$ cat config.mk
export PLATFORM = sky130hd
export DESIGN_NAME = utf8_string_validator_flat
export DESIGN_NICKNAME = d
export VERILOG_FILES = /design/src/sv/utf8v_pkg.sv /design/src/sv/utf8v_byte_if.sv /design/src/sv/utf8v_status_if.sv /design/src/sv/utf8v_cfg_if.sv /design/src/sv/utf8v_step.sv /design/src/sv/utf8v_result_stage.sv /design/src/sv/utf8_string_validator.sv /design/src/flat_wrapper.sv
export SDC_FILE = /design/constraint.sdc
export NUM_CORES = 1
export LEC_CHECK = 0
export BUFFER_PORTS_ARGS = -buffer_cell sky130_fd_sc_hd__buf_2
export CAP_MARGIN = 20
export CORE_UTILIZATION = 50
export DETAILED_ROUTE_END_ITERATION = 8
export MAX_ROUTING_LAYER = met4
export PLACE_DENSITY = 0.69
export SYNTH_ARGS = -nofsm -noshare
export SYNTH_HDL_FRONTEND = slang
export SYNTH_SLANG_ARGS = --single-unit
$ cat constraint.sdc
create_clock -name clk -period 5.4 [get_ports clk]
set_input_delay 0.54 -clock clk [delete_from_list [all_inputs] [get_ports clk]]
set_output_delay 0.54 -clock clk [all_outputs]
set_load 0.02 [all_outputs]
$ cat src/sv/utf8v_pkg.sv
// Shared types, widths and byte constants for the UTF-8 string validator.
package utf8v_pkg;

    localparam int DATA_W   = 8;
    localparam int STATUS_W = 2;
    localparam int LEN_W    = 16;
    localparam int COUNT_W  = 17;
    localparam int CP_W     = 21;
    localparam int PEND_W   = 2;

    localparam logic [COUNT_W-1:0] COUNT_SAT   = 17'h10000;
    localparam logic [LEN_W-1:0]   LEN_RESET   = 16'hFFFF;

    // Status codes
    localparam logic [STATUS_W-1:0] ST_OK       = 2'd0;
    localparam logic [STATUS_W-1:0] ST_TOO_LONG = 2'd1;
    localparam logic [STATUS_W-1:0] ST_BAD_UTF8 = 2'd2;
    localparam logic [STATUS_W-1:0] ST_CTRL     = 2'd3;

    // Byte classes
    localparam logic [DATA_W-1:0] CTRL_MAX    = 8'h1F;
    localparam logic [DATA_W-1:0] DEL_BYTE    = 8'h7F;
    localparam logic [DATA_W-1:0] C2_BYTE     = 8'hC2;
    localparam logic [DATA_W-1:0] C1_LOW      = 8'h80;
    localparam logic [DATA_W-1:0] C1_HIGH     = 8'h9F;
    localparam logic [DATA_W-1:0] LEAD2_MASK  = 8'hE0;
    localparam logic [DATA_W-1:0] LEAD2_VAL   = 8'hC0;
    localparam logic [DATA_W-1:0] LEAD3_MASK  = 8'hF0;
    localparam logic [DATA_W-1:0] LEAD3_VAL   = 8'hE0;
    localparam logic [DATA_W-1:0] LEAD4_MASK  = 8'hF8;
    localparam logic [DATA_W-1:0] LEAD4_VAL   = 8'hF0;

    // Code point limits
    localparam logic [CP_W-1:0] CP_MIN2     = 21'h00080;
    localparam logic [CP_W-1:0] CP_MIN3     = 21'h00800;
    localparam logic [CP_W-1:0] CP_MIN4     = 21'h10000;
    localparam logic [CP_W-1:0] CP_SURR_LO  = 21'h0D800;
    localparam logic [CP_W-1:0] CP_SURR_HI  = 21'h0DFFF;
    localparam logic [CP_W-1:0] CP_MAX      = 21'h10FFFF;

    // Continuation byte counts of a sequence
    localparam logic [PEND_W-1:0] SEQ_NONE = 2'd0;
    localparam logic [PEND_W-1:0] SEQ_ONE  = 2'd1;
    localparam logic [PEND_W-1:0] SEQ_TWO  = 2'd2;
    localparam logic [PEND_W-1:0] SEQ_THREE = 2'd3;

    typedef struct packed {
        logic [DATA_W-1:0] data_byte;
        logic              is_last;
        logic              empty_string;
    } item_t;

    typedef struct packed {
        logic                valid;
        logic [STATUS_W-1:0] status;
    } result_t;

endpackage

$ cat src/sv/utf8v_byte_if.sv
// Input channel carrying one string byte per word.
interface utf8v_byte_if import utf8v_pkg::*; ();
    logic              valid;
    logic              ready;
    logic [DATA_W-1:0] data_byte;
    logic              is_last;
    logic              empty_string;

    modport source (output valid, output data_byte, output is_last, output empty_string,
                    input ready);
    modport sink   (input valid, input data_byte, input is_last, input empty_string,
                    output ready);
endinterface

$ cat src/sv/utf8v_status_if.sv
// Output channel carrying one string status per word.
interface utf8v_status_if import utf8v_pkg::*; ();
    logic                valid;
    logic                ready;
    logic [STATUS_W-1:0] status;

    modport source (output valid, output status, input ready);
    modport sink   (input valid, input status, output ready);
endinterface

$ cat src/sv/utf8v_cfg_if.sv
// Configuration write channel carrying the length limit.
interface utf8v_cfg_if import utf8v_pkg::*; ();
    logic             valid;
    logic             ready;
    logic [LEN_W-1:0] max_length;

    modport source (output valid, output max_length, input ready);
    modport sink   (input valid, input max_length, output ready);
endinterface

$ cat src/sv/utf8v_step.sv
// Per-byte UTF-8 decode, control scan, length count and end-of-string status.
module utf8v_step import utf8v_pkg::*;
(
    input  logic             clk,
    input  logic             rst_n,
    input  logic             go,
    input  item_t            item,
    input  logic [LEN_W-1:0] max_length,
    output result_t          res
);

    logic [COUNT_W-1:0] count_reg, count_next;
    logic [PEND_W-1:0]  pend_reg, pend_next;
    logic [PEND_W-1:0]  seq_reg, seq_next;
    logic [CP_W-1:0]    cp_reg, cp_next;
    logic               utf8_bad_reg, utf8_bad_next;
    logic               ctrl_bad_reg, ctrl_bad_next;
    logic               prev_c2_reg, prev_c2_next;
    logic               str_end;

    // Decode one byte against the running sequence state
    always_comb
    begin
        logic [DATA_W-1:0] b;
        logic [CP_W-1:0]   cp_shift;
        logic [PEND_W-1:0] pend_dec;
        b        = item.data_byte;
        cp_shift = {cp_reg[CP_W-7:0], b[5:0]};
        pend_dec = pend_reg - 2'd1;

        count_next    = (count_reg < COUNT_SAT) ? count_reg + 17'd1 : count_reg;
        pend_next     = pend_reg;
        seq_next      = seq_reg;
        cp_next       = cp_reg;
        utf8_bad_next = utf8_bad_reg;

        if (!utf8_bad_reg)
        begin
            if (pend_reg == SEQ_NONE)
            begin
                priority if (!b[7])
                begin
                    pend_next = SEQ_NONE;
                end
                else if ((b & LEAD2_MASK) == LEAD2_VAL)
                begin
                    seq_next  = SEQ_ONE;
                    pend_next = SEQ_ONE;
                    cp_next   = {16'd0, b[4:0]};
                end
                else if ((b & LEAD3_MASK) == LEAD3_VAL)
                begin
                    seq_next  = SEQ_TWO;
                    pend_next = SEQ_TWO;
                    cp_next   = {17'd0, b[3:0]};
                end
                else if ((b & LEAD4_MASK) == LEAD4_VAL)
                begin
                    seq_next  = SEQ_THREE;
                    pend_next = SEQ_THREE;
                    cp_next   = {18'd0, b[2:0]};
                end
                else
                begin
                    utf8_bad_next = 1'b1;
                end
            end
            else if (b[7:6] != 2'b10)
            begin
                utf8_bad_next = 1'b1;
                pend_next     = SEQ_NONE;
            end
            else
            begin
                cp_next   = cp_shift;
                pend_next = pend_dec;
                // Reject overlong, surrogate and out-of-range code points
                if (pend_dec == SEQ_NONE &&
                    ((seq_reg == SEQ_ONE   && cp_shift < CP_MIN2) ||
                     (seq_reg == SEQ_TWO   && cp_shift < CP_MIN3) ||
                     (seq_reg == SEQ_THREE && cp_shift < CP_MIN4) ||
                     (cp_shift >= CP_SURR_LO && cp_shift <= CP_SURR_HI) ||
                     cp_shift > CP_MAX))
                begin
                    utf8_bad_next = 1'b1;
                end
            end
        end

        // Scan raw bytes for controls, DEL and the C2 80..9F pair
        ctrl_bad_next = ctrl_bad_reg || (b <= CTRL_MAX) || (b == DEL_BYTE) ||
                        (prev_c2_reg && b >= C1_LOW && b <= C1_HIGH);
        prev_c2_next  = (b == C2_BYTE);
    end

    assign str_end = item.empty_string || item.is_last;

    // Pick the end-of-string status by priority
    always_comb
    begin
        res.valid = go && str_end;
        priority if (item.empty_string)
            res.status = ST_OK;
        else if (count_next > {1'b0, max_length})
            res.status = ST_TOO_LONG;
        else if (utf8_bad_next || pend_next != SEQ_NONE)
            res.status = ST_BAD_UTF8;
        else if (ctrl_bad_next)
            res.status = ST_CTRL;
        else
            res.status = ST_OK;
    end

    // Advance the string state, clear it when a string ends
    always_ff @(posedge clk or negedge rst_n)
    begin
        if (!rst_n)
        begin
            count_reg    <= '0;
            pend_reg     <= SEQ_NONE;
            seq_reg      <= SEQ_NONE;
            cp_reg       <= '0;
            utf8_bad_reg <= 1'b0;
            ctrl_bad_reg <= 1'b0;
            prev_c2_reg  <= 1'b0;
        end
        else if (go)
        begin
            if (str_end)
            begin
                count_reg    <= '0;
                pend_reg     <= SEQ_NONE;
                seq_reg      <= SEQ_NONE;
                cp_reg       <= '0;
                utf8_bad_reg <= 1'b0;
                ctrl_bad_reg <= 1'b0;
                prev_c2_reg  <= 1'b0;
            end
            else
            begin
                count_reg    <= count_next;
                pend_reg     <= pend_next;
                seq_reg      <= seq_next;
                cp_reg       <= cp_next;
                utf8_bad_reg <= utf8_bad_next;
                ctrl_bad_reg <= ctrl_bad_next;
                prev_c2_reg  <= prev_c2_next;
            end
        end
    end

    a_end_clears: assert property (@(posedge clk) disable iff (!rst_n)
        (go && str_end) |=> (count_reg == '0 && pend_reg == SEQ_NONE &&
                             !utf8_bad_reg && !ctrl_bad_reg && !prev_c2_reg))
        else $error("string state not cleared after string end");

    a_bad_no_pend: assert property (@(posedge clk) disable iff (!rst_n)
        utf8_bad_reg |-> (pend_reg == SEQ_NONE))
        else $error("continuation still pending after UTF-8 error");

    a_count_step: assert property (@(posedge clk) disable iff (!rst_n)
        (go && !str_end && count_reg < COUNT_SAT) |=>
            (count_reg == $past(count_reg) + 17'd1))
        else $error("byte count did not advance");

    a_count_sat: assert property (@(posedge clk) disable iff (!rst_n)
        count_reg <= COUNT_SAT)
        else $error("byte count beyond saturation");

endmodule

$ cat src/sv/utf8v_result_stage.sv
// Result register between the decode step and the status channel.
module utf8v_result_stage import utf8v_pkg::*;
(
    input  logic          clk,
    input  logic          rst_n,
    input  result_t       res,
    output logic          space,
    utf8v_status_if.source result
);

    logic                valid_reg;
    logic [STATUS_W-1:0] status_reg;

    // Accept a new word when empty or when the held word leaves
    assign space        = !valid_reg || result.ready;
    assign result.valid = valid_reg;
    assign result.status = status_reg;

    // Hold the status until taken
    always_ff @(posedge clk or negedge rst_n)
    begin
        if (!rst_n)
            valid_reg <= 1'b0;
        else if (space)
            valid_reg <= res.valid;
    end

    always_ff @(posedge clk)
    begin
        if (space && res.valid)
            status_reg <= res.status;
    end

endmodule

$ cat src/sv/utf8_string_validator.sv
// Top level: input register, per-byte step, result register and length limit.
// Output: a string's status is registered once its last byte has been stepped.
// Throughput: one byte per cycle while the status channel takes results;
//   the combinational decode step between the input and result registers sets this.
// Reset: rst_n clears all string state and both stages; the limit returns to 65535.
module utf8_string_validator import utf8v_pkg::*;
(
    input  logic           clk,
    input  logic           rst_n,
    utf8v_byte_if.sink     bytes,
    utf8v_status_if.source result,
    utf8v_cfg_if.sink      cfg
);

    logic [LEN_W-1:0] max_length_reg;
    item_t            item_reg;
    logic             item_valid_reg;
    logic             space;
    logic             go;
    result_t          res;

    assign cfg.ready   = 1'b1;
    assign go          = item_valid_reg && space;
    assign bytes.ready = !item_valid_reg || go;

    // Write the length limit
    always_ff @(posedge clk or negedge rst_n)
    begin
        if (!rst_n)
            max_length_reg <= LEN_RESET;
        else if (cfg.valid)
            max_length_reg <= cfg.max_length;
    end

    // Capture the incoming word, drop it once stepped
    always_ff @(posedge clk or negedge rst_n)
    begin
        if (!rst_n)
            item_valid_reg <= 1'b0;
        else if (bytes.valid && bytes.ready)
            item_valid_reg <= 1'b1;
        else if (go)
            item_valid_reg <= 1'b0;
    end

    always_ff @(posedge clk)
    begin
        if (bytes.valid && bytes.ready)
        begin
            item_reg.data_byte    <= bytes.data_byte;
            item_reg.is_last      <= bytes.is_last;
            item_reg.empty_string <= bytes.empty_string;
        end
    end

    utf8v_step u_step
    (
        .clk        (clk),
        .rst_n      (rst_n),
        .go         (go),
        .item       (item_reg),
        .max_length (max_length_reg),
        .res        (res)
    );

    utf8v_result_stage u_result
    (
        .clk    (clk),
        .rst_n  (rst_n),
        .res    (res),
        .space  (space),
        .result (result)
    );

    a_empty_ok: assert property (@(posedge clk) disable iff (!rst_n)
        (go && item_reg.empty_string) |=> (result.valid && result.status == ST_OK))
        else $error("empty string did not give ok");

    a_mid_no_result: assert property (@(posedge clk) disable iff (!rst_n)
        (go && !item_reg.empty_string && !item_reg.is_last) |=> !result.valid)
        else $error("result produced for a middle byte");

    a_stall_holds_item: assert property (@(posedge clk) disable iff (!rst_n)
        (item_valid_reg && !space) |=> (item_valid_reg && $stable(item_reg)))
        else $error("input word lost while result stage full");

endmodule
$ cat src/flat_wrapper.sv
// flat-port wrapper written by rule: the top's interface ports become plain ports
module utf8_string_validator_flat import utf8v_pkg::*;
  (clk, rst_n, bytes_valid, bytes_data_byte, bytes_is_last, bytes_empty_string, bytes_ready, result_valid, result_status, result_ready, cfg_valid, cfg_max_length, cfg_ready);
  utf8v_byte_if bytes_i ();
  utf8v_status_if result_i ();
  utf8v_cfg_if cfg_i ();
  input  logic clk;
  input  logic rst_n;
  input wire logic [$bits(bytes_i.valid)-1:0] bytes_valid;
  input wire logic [$bits(bytes_i.data_byte)-1:0] bytes_data_byte;
  input wire logic [$bits(bytes_i.is_last)-1:0] bytes_is_last;
  input wire logic [$bits(bytes_i.empty_string)-1:0] bytes_empty_string;
  output wire logic [$bits(bytes_i.ready)-1:0] bytes_ready;
  output wire logic [$bits(result_i.valid)-1:0] result_valid;
  output wire logic [$bits(result_i.status)-1:0] result_status;
  input wire logic [$bits(result_i.ready)-1:0] result_ready;
  input wire logic [$bits(cfg_i.valid)-1:0] cfg_valid;
  input wire logic [$bits(cfg_i.max_length)-1:0] cfg_max_length;
  output wire logic [$bits(cfg_i.ready)-1:0] cfg_ready;
  assign bytes_i.valid = bytes_valid;
  assign bytes_i.data_byte = bytes_data_byte;
  assign bytes_i.is_last = bytes_is_last;
  assign bytes_i.empty_string = bytes_empty_string;
  assign bytes_ready = bytes_i.ready;
  assign result_valid = result_i.valid;
  assign result_status = result_i.status;
  assign result_i.ready = result_ready;
  assign cfg_i.valid = cfg_valid;
  assign cfg_i.max_length = cfg_max_length;
  assign cfg_ready = cfg_i.ready;
  utf8_string_validator u_core (.clk(clk), .rst_n(rst_n), .bytes(bytes_i), .result(result_i), .cfg(cfg_i));
endmodule
==> results.md, run 1 <==
- The max-slew violation total from the final report is 0.
- The post-detailed-routing wire length is 7562 um.
- The hold violation count in the final report is 0.
- The overall fraction of global-route tracks in use is 0.2262.
- Data on the critical path is required at its endpoint by about 5.5 ns.
- After synthesis, the largest family of logic cells by area is simple AND/OR/NAND/NOR gates.
- The via count of the first global-routing pass came to 2826.
- The library cell used as clock root buffer is sky130_fd_sc_hd__clkbuf_8.
- The worst setup slack after placement is around 1.7 ns.
- The die span in x is a little under 90 um.
- For this run, asynchronously set or reset flops after synthesis account for 0.8261.
- The number of DRC violations after detailed routing is 0.
- The antenna violation net count after detailed routing is 0.
- The number of flip-flops in the largest register is 17.
- For the final routed database, the setup TNS stands at 0 ns.
- The part of the cycle the worst path needs is 0.6999.
- In this run the post-CTS setup repair buffer count came out at 0.
- The synthesized netlist occupies a cell area of 0.003754 mm2.
- For this run, the post-layout net count is 481.
- In this run the deepest clock path goes through 2 buffers.
- The vias after detailed routing is 2917.
- The number of enable flip-flop cells after synthesis is 12.
- The launch instance of the worst register-to-register path is u_core.u_step.count_reg[16]$_DFFE_PN0P_.
- The setup-violating endpoint count in the final report is 0.
- The number of DRC markers in iteration 0 is between 150 and 200.
- The area used by sequential logic in the layout is 0.001807 mm2.
- The H-tree was split into 3 levels.
- The core box area is 0.007253 mm2.
- Clock tree synthesis inserted a total of 9 buffers.
- TritonCTS built the clock tree.
- The category of the most critical setup path is flip-flop to flip-flop.
- For this design the static power due to leakage is around 1.9 nW.
- The fraction of the mapped netlist area in compound gates came to 0.1770.
- The first detailed-routing pass took 4 iterations.
- Entering global routing, the biggest net connects 58 pins.
- The sequential fraction of the synthesis area is 0.4813.
- The via-per-instance ratio is 5.452.
- The number of gates resized after CTS was 0.
- The detailed-placement wirelength estimate is 5275 um.
- The clock skew after layout is a little under 0.009 ns.
- The top-area cell type share of the netlist area is 0.2733.
- The overall overflow remaining after global route is 0.
- The repair_antennas step left the layout with diodes totalling 0.
- Across the run, the number of max-cap violations was 0.
- In this run the power density over the cells is 298.9 mW/mm2.
- The worst setup path is captured at a flip-flop.
- In this run the vertical extent of the chip is 88.65 um.
- The dominant cell type by area after synthesis is sky130_fd_sc_hd__dfrtp_1.
- The area overhead of the layout relative to synthesis is 11.90%.
- After clock tree synthesis, the flow added hold-fix buffers numbering 0.
- In the final routed layout, each cell accounts on average for 14.13 um.
- The worst path meets setup with between 1.5 and 2 ns of slack.
- The row count is 31.
- The I/O pin count is 36.
- The synthesized area per cell is 9.223 um2.
- The die area is 0.007858 mm2.
- The clock period minus worst slack is 3.779 ns.
- The share of synthesized cell area in full adder, half adder and majority cells is 0.06333.
- The most used flip-flop cell after synthesis is sky130_fd_sc_hd__dfrtp_1.
- The clock-pin transition on the worst setup and hold timing paths is 0.08 ns.
- The count of buffers added on input and output ports is 34.
- The worst min-delay path class is primary input to asynchronous set/reset pin.
- The relative slew slack is 0.4473.
- The wire length of the first global-routing pass is 13150 um.
- Based on the critical path, the design can be clocked at up to ~260 MHz.
- At the pin with the least slew margin, the transition time is around 0.83 ns.
- The distinct cell type count after synthesis is 57.
- Counting the fill cells in the layout gives around 660.
- The net count after synthesis is 457.
- Tracing the worst setup path back leads to its startpoint at u_core.u_step.count_reg[16]$_DFFE_PN0P_.
- The total power of the final layout is between 1 and 1.5 mW.
- Of the total synthesized cell area, the portion taken by XOR and XNOR cells is 0.03500.
- Summing all placed instances gives a cell area of 0.003954 mm2.
- Setup repair after global routing left no endpoint under its margin.
- The multi-input logic area is between 0.0015 and 0.002 mm2.
- The number of antenna violations at the first check in global routing is 0.
- Counting every sink on the clock net gives 69.
- By count the netlist is led by 76 x sky130_fd_sc_hd__nand2_1, 60 x sky130_fd_sc_hd__o21ai_0, 41 x sky130_fd_sc_hd__dfrtp_1.
- The initial utilization of the core area, before any placement, comes to 0.5175.
- At the end of routability-driven placement, the weighted congestion stood at 0.8870.
- The clock insertion delay at the later pin of the skew report is approximately 0.35 ns.
- The Yosys step of the flow raised 0 warnings.
- The library cell with the highest instance count after synthesis is sky130_fd_sc_hd__nand2_1.
- Across the VDD grid, the largest voltage drop is 0.0002081 V.
- The run finished with clean final reports.
- Synthesis inferred approximately 70 register bits.
- The fraction of layout cells with a size suffix above 1 is 0.1743.
- The basic-gate share of the synthesized area counting and, or, nand and nor cells is 0.1853.
- The signal arrival time at the worst endpoint is 3.89 ns.
- The multiplexer fraction of the synthesized cell area is 0.006000.
- By area the synthesized netlist is led by sky130_fd_sc_hd__dfrtp_1 27%, sky130_fd_sc_hd__dfstp_2 11%, sky130_fd_sc_hd__edfxtp_1 9.6%.
- The final standard cell area without fillers is 0.004200 mm2.
- Of all nets on the critical path, the largest fanout is 9.
- The critical path startpoint category is a flip-flop.
- After technology mapping, the gate count stands at approximately 410.
## critical path, cell delays in order, from the launching register on
cell                        delay, ns
sky130_fd_sc_hd__dfrtp_1         0.48
sky130_fd_sc_hd__and4b_1         0.37
sky130_fd_sc_hd__and3_1          0.36
sky130_fd_sc_hd__and3_1          0.37
sky130_fd_sc_hd__nand3_2         0.13
sky130_fd_sc_hd__xnor2_1         0.15
sky130_fd_sc_hd__ha_1            0.29
sky130_fd_sc_hd__a21o_1          0.18
sky130_fd_sc_hd__a211o_1         0.28
sky130_fd_sc_hd__a2111oi_0       0.45
sky130_fd_sc_hd__o21ai_0         0.25
sky130_fd_sc_hd__o21ba_2         0.25
## logic make-up (layout without fill, tap and decap cells)
kind of cell,Yosys count,count (layout)
and+or+nand+nor,145,145
AOI/OAI and AO/OA,111,111
DFF,69,69
buffers and inverters,45,74
adders and majority gates,19,19
xor gates and xnor gates,15,15
muxes,2,2
other,1,1
## layout make-up
| type | count | share of cell area |
|---|---|---|
| timing repair buffer | 36 | 0.04409 |
| multi-input combinational | 293 | 0.4179 |
| sequential | 69 | 0.4301 |
| clock buffer | 9 | 0.02949 |
| inverter | 22 | 0.01966 |
| tap | 99 | 0.02949 |
| clock inverter | 7 | 0.02919 |
## layout by cell type, fill, tap and decap left out, types with 3 or more instances in the layout
cell type                   netlist  routed
sky130_fd_sc_hd__a211oi_1         5       5
sky130_fd_sc_hd__a21oi_1         12      12
sky130_fd_sc_hd__a31oi_1          5       5
sky130_fd_sc_hd__and2_1           6       6
sky130_fd_sc_hd__and3_1           7       7
sky130_fd_sc_hd__buf_2            3      34
sky130_fd_sc_hd__bufinv_16        0       3
sky130_fd_sc_hd__clkbuf_8         0       9
sky130_fd_sc_hd__dfrtp_1         41      41
sky130_fd_sc_hd__dfstp_2         16      16
sky130_fd_sc_hd__edfxtp_1        12      12
sky130_fd_sc_hd__ha_1            19      19
sky130_fd_sc_hd__inv_1           22      22
sky130_fd_sc_hd__nand2_1         76      76
sky130_fd_sc_hd__nand2b_1         4       4
sky130_fd_sc_hd__nand3_1         12      12
sky130_fd_sc_hd__nand4_1          6       6
sky130_fd_sc_hd__nor2_1          13      13
sky130_fd_sc_hd__nor3_1           4       4
sky130_fd_sc_hd__o211ai_1         3       3
sky130_fd_sc_hd__o21ai_0         60      60
sky130_fd_sc_hd__o31ai_1          7       7
sky130_fd_sc_hd__xnor2_1          7       7
sky130_fd_sc_hd__xor2_1           8       8
## path summary, 6_finish.rpt
check | to | slack, ns | cells after the start
max | u_core.u_result.result.status[0]$_SDFFCE_PP0P_ | 1.62 | 11
min | u_core.u_step.pend_reg[1]$_DFFE_PN0P_ | 0.34 | 2
max reg2reg | u_core.u_result.result.status[0]$_SDFFCE_PP0P_ | 1.62 | 11
min reg2reg | u_core.u_step.cp_reg[13]$_DFFE_PN0P_ | 0.47 | 2
max in group asynchronous | u_core.u_step.cp_reg[1]$_DFFE_PN0P_ | 4.60 | 2
min in group clk | u_core.item_reg[1]$_DFFE_PP_ | 0.36 | 1
## layer usage
layer,up-vias,global-route usage,share of wire
met2,62,0.3566,0.48
met5,-,-,0
met4,0,0.04839,0.0083
li1,1476,-,-
met1,1374,0.2961,0.47
met3,5,0.05597,0.040
## where the power goes
part           total (mW)  switching [mW]  internal [mW]
registers           0.592          0.0228          0.569
logic               0.148          0.0943         0.0535
clock network       0.515           0.206          0.309
## stage by stage
stage / util / hold slack [ns] / instances
after floorplan: - / 0.2444 / 407
after global placement: 0.5451 / 0.4556 / 519
after detailed placement: 0.5451 / 0.4651 / 519
after CTS: 0.5791 / 0.3458 / 535
after global routing: 0.5791 / 0.3405 / 535
final: 0.5791 / 0.3406 / 535
Power figures use the tool's default switching activity.
==> run 2, diff against run 1 <==
- PLACE_DENSITY: 0.69 -> 0.72
- clock period: 5.4 -> 3.36 ns (I/O delays scaled with it)
==> run 2 against run 1 <==
Effect of this change:
- hold slack got worse by 0.33 ns
- register-to-register slack got worse by 1.4 ns
- critical endpoint unchanged
- first-iteration DRC count decreased by 11%
- sequential share of layout area decreased by 0.64 points
- clock-buffer cell count increased by 2
- core utilization increased by 0.88 points
- largest cell class unchanged
==> results.md, run 2 (synthesis results as in run 1) <==
- The antenna violation net count after detailed routing is 0 (unchanged).
- The antenna diode count was 0 (unchanged).
- The highest-delay cell along the critical path is sky130_fd_sc_hd__dfrtp_1.
- The part of the cycle the worst path needs is 0.9470 (+0.2471).
- The total power of the final layout is 1.931 mW (+54%).
- The register-to-register path setup slack was 0.18 ns (-1.44 ns).
- STA classifies the critical path startpoint as a flip-flop.
- The routability congestion estimate is 0.9383 (+5.8%).
- The final worst setup slack came to 0.1780 ns (-1.443 ns).
- The die span in x came to 88.65 um (unchanged).
- The height of the chip is 88.65 um (unchanged).
- The largest voltage drop on the vdd net is 0.0002819 V (+36%).
- The critical path goes through ha_1 > nand4b_1 > xnor2_1 > ha_1 > and4_1 > a221o_1 > a2111oi_1 > o21ai_1 > o21ba_2.
- The run finished with clean final reports.
- The post-cts hold buffer count is 0 (unchanged).
- The buffer levels on the longest clock path is 2 (unchanged).
- The via count of the first global-routing pass came to 2837 (+0.39%).
- The clock skew after layout is 0.007757 ns (-0.001023 ns).
- Leaving out fill and tap cells, the most frequent cell in the layout is sky130_fd_sc_hd__nand2_1.
- The row count is 31 (unchanged).
- The initial core utilization is 0.5175 (unchanged).
- The library cells used most frequently in the layout, excluding fill and tap cells, are 76 x sky130_fd_sc_hd__nand2_1, 59 x sky130_fd_sc_hd__o21ai_0, 41 x sky130_fd_sc_hd__dfrtp_1.
- The cell sitting at the root of the clock tree is a sky130_fd_sc_hd__clkbuf_8.
- The number of fill cells is 639 (-2.6%).
- The TritonCTS clock tree is done.
- The max-capacitance violation count is 0 (unchanged).
- The die area came to 0.007858 mm2 (unchanged).
- The clock-pin transition on the worst setup and hold timing paths is 0.07 ns (about the same).
- The core box area is 0.007253 mm2 (unchanged).
- The detailed-routing iteration count for the pre-antenna-repair pass is 4 (unchanged).
- The actual slew at the worst max-slew pin was 0.8862 ns (+0.06022 ns).
- The summed negative setup slack over all endpoints came to 0 ns (unchanged).
- The count of clock tree sinks came to 69 (unchanged).
- The startpoint identified for the worst register-to-register timing path is u_core.u_step.count_reg[0]$_DFFE_PN0P_.
- The most critical setup path has its startpoint at u_core.u_step.count_reg[0]$_DFFE_PN0P_.
- The max-slew violation total from the final report is 0 (unchanged).
- The overall overflow remaining after global route is 0 (unchanged).
- The tightest hold margin is 0.01510 ns (-0.3255 ns).
- The worst min-delay path class is primary input to asynchronous set/reset pin.
- The vias after detailed routing came to 2959 (+1.4%).
- The clock period minus worst slack is 3.182 ns (-0.5974 ns).
- The maximum single-stage delay on the critical path is 0.42 ns (-0.06 ns).
- The cell area power density is 452.9 mW/mm2 (+52%).
- The largest net degree at the start of global routing was 32 (-45%).
- The maximum operating frequency is 314.3 MHz (+19%).
- The number of antenna violations at the first check in global routing is 0 (unchanged).
- The hold violation count in the final report was 0 (unchanged).
- The cell leakage power is 1.949 nW (+3.5%).
- The detailed-route wire length per cell is 14.31 um (+1.3%).
- The cell count after placement is 525 (+1.2%).
- The wire length of the first global-routing pass came to 12860 um (-2.2%).
- The clock insertion delay at the later pin of the skew report is 0.36 ns (about the same).
- The worst setup slack after placement came to 0.1087 ns (-1.604 ns).
- The worst setup path is captured at a flip-flop.
- Relative to the synthesized area, the layout overhead comes to 13.60%.
- The overall fraction of global-route tracks in use is 0.2262 (about the same).
- The count of nets after finishing is 492 (+2.3%).
- The number of DRC violations after detailed routing came to 0 (unchanged).
- The detailed-placement wirelength estimate came to 5525 um (+4.7%).
- The via-per-instance ratio came to 5.419 (-0.60%).
- The category of the most critical setup path is flip-flop to flip-flop.
- The signal arrival time at the worst endpoint came to 3.30 ns (-0.59 ns).
- The setup-violating endpoint count in the final report is 0 (unchanged).
- The area used by sequential logic in the layout is 0.001807 mm2 (unchanged).
- The number of buffers and inverters on the critical path is 0 (unchanged).
- The most numerous cell type found on the critical path is sky130_fd_sc_hd__ha_1.
- The worst path required time was 3.48 ns (-2.03 ns).
- The number of DRC markers in iteration 0 is 168 (-11%).
- The number of non-filler instances in the completed layout was 546 (+2.1%).
- The maximum fanout along the worst path came to 5 (-4).
- The relative slew slack is 0.4070 (-0.04029).
- The CTS H-tree depth is 3 (unchanged).
- The fraction of layout cells with a size suffix above 1 is 0.1946 (+0.02032).
- The dominant delay contributor by cell family on the critical path is compound AO/OA/AOI/OAI gates.
- The post-detailed-routing wire length was 7815 um (+3.3%).
- The count of buffers from port buffering is 34 (unchanged).
- The number of flip-flops in the largest register came to 17 (unchanged).
- The number of buffers added by the clock tree synthesis step is 9 (unchanged).
- The multi-input logic area came to 0.001765 mm2 (+0.57%).
- The I/O pin count is 36 (unchanged).
## run 2: report_power, final
part	internal, mW	switching, mW
clock network	0.407	0.326
logic	0.0889	0.157
registers	0.915	0.0369
total	1.41	0.520
## run 2: layout make-up
class,count,share of cell area
Sequential cell,69,0.4237
Multi-Input combinational cell,293,0.4140
Timing Repair Buffer,47,0.06279
Clock buffer,11,0.03815
Tap cell,99,0.02905
Inverter,22,0.01937
Clock inverter,5,0.01291
## run 2: per-stage QoR
stage | util | cell area, um2
floorplan | - | 3754
global placement | 0.5513 | 3999
detailed placement | 0.5513 | 3999
CTS | 0.5813 | 4217
global route | 0.5879 | 4264
finish | 0.5879 | 4264
## run 2: final timing paths
check                                                            endpoint  cells after the start
hold / removal                     u_core.u_step.count_reg[8]$_DFFE_PN0P_                      1
min in group clk                             u_core.item_reg[7]$_DFFE_PP_                      1
hold reg to reg                      u_core.u_step.cp_reg[13]$_DFFE_PN0P_                      2
max in group asynchronous           u_core.u_step.pend_reg[0]$_DFFE_PN0P_                      2
setup / recovery           u_core.u_result.result.status[0]$_SDFFCE_PP0P_                      9
setup reg to reg           u_core.u_result.result.status[0]$_SDFFCE_PP0P_                      9
## run 2: routing by layer
metal,vias up,share of wire,GRT usage
met5,-,0,-
met3,12,0.044,0.06530
met2,64,0.46,0.3385
li1,1495,-,-
met4,0,0.014,0.08651
met1,1388,0.48,0.2905
## run 2: timing repair
action,4_1_cts,5_1_grt
buffers inserted,0,5
endpoints found under the setup margin,0,2
gates resized for setup,0,4
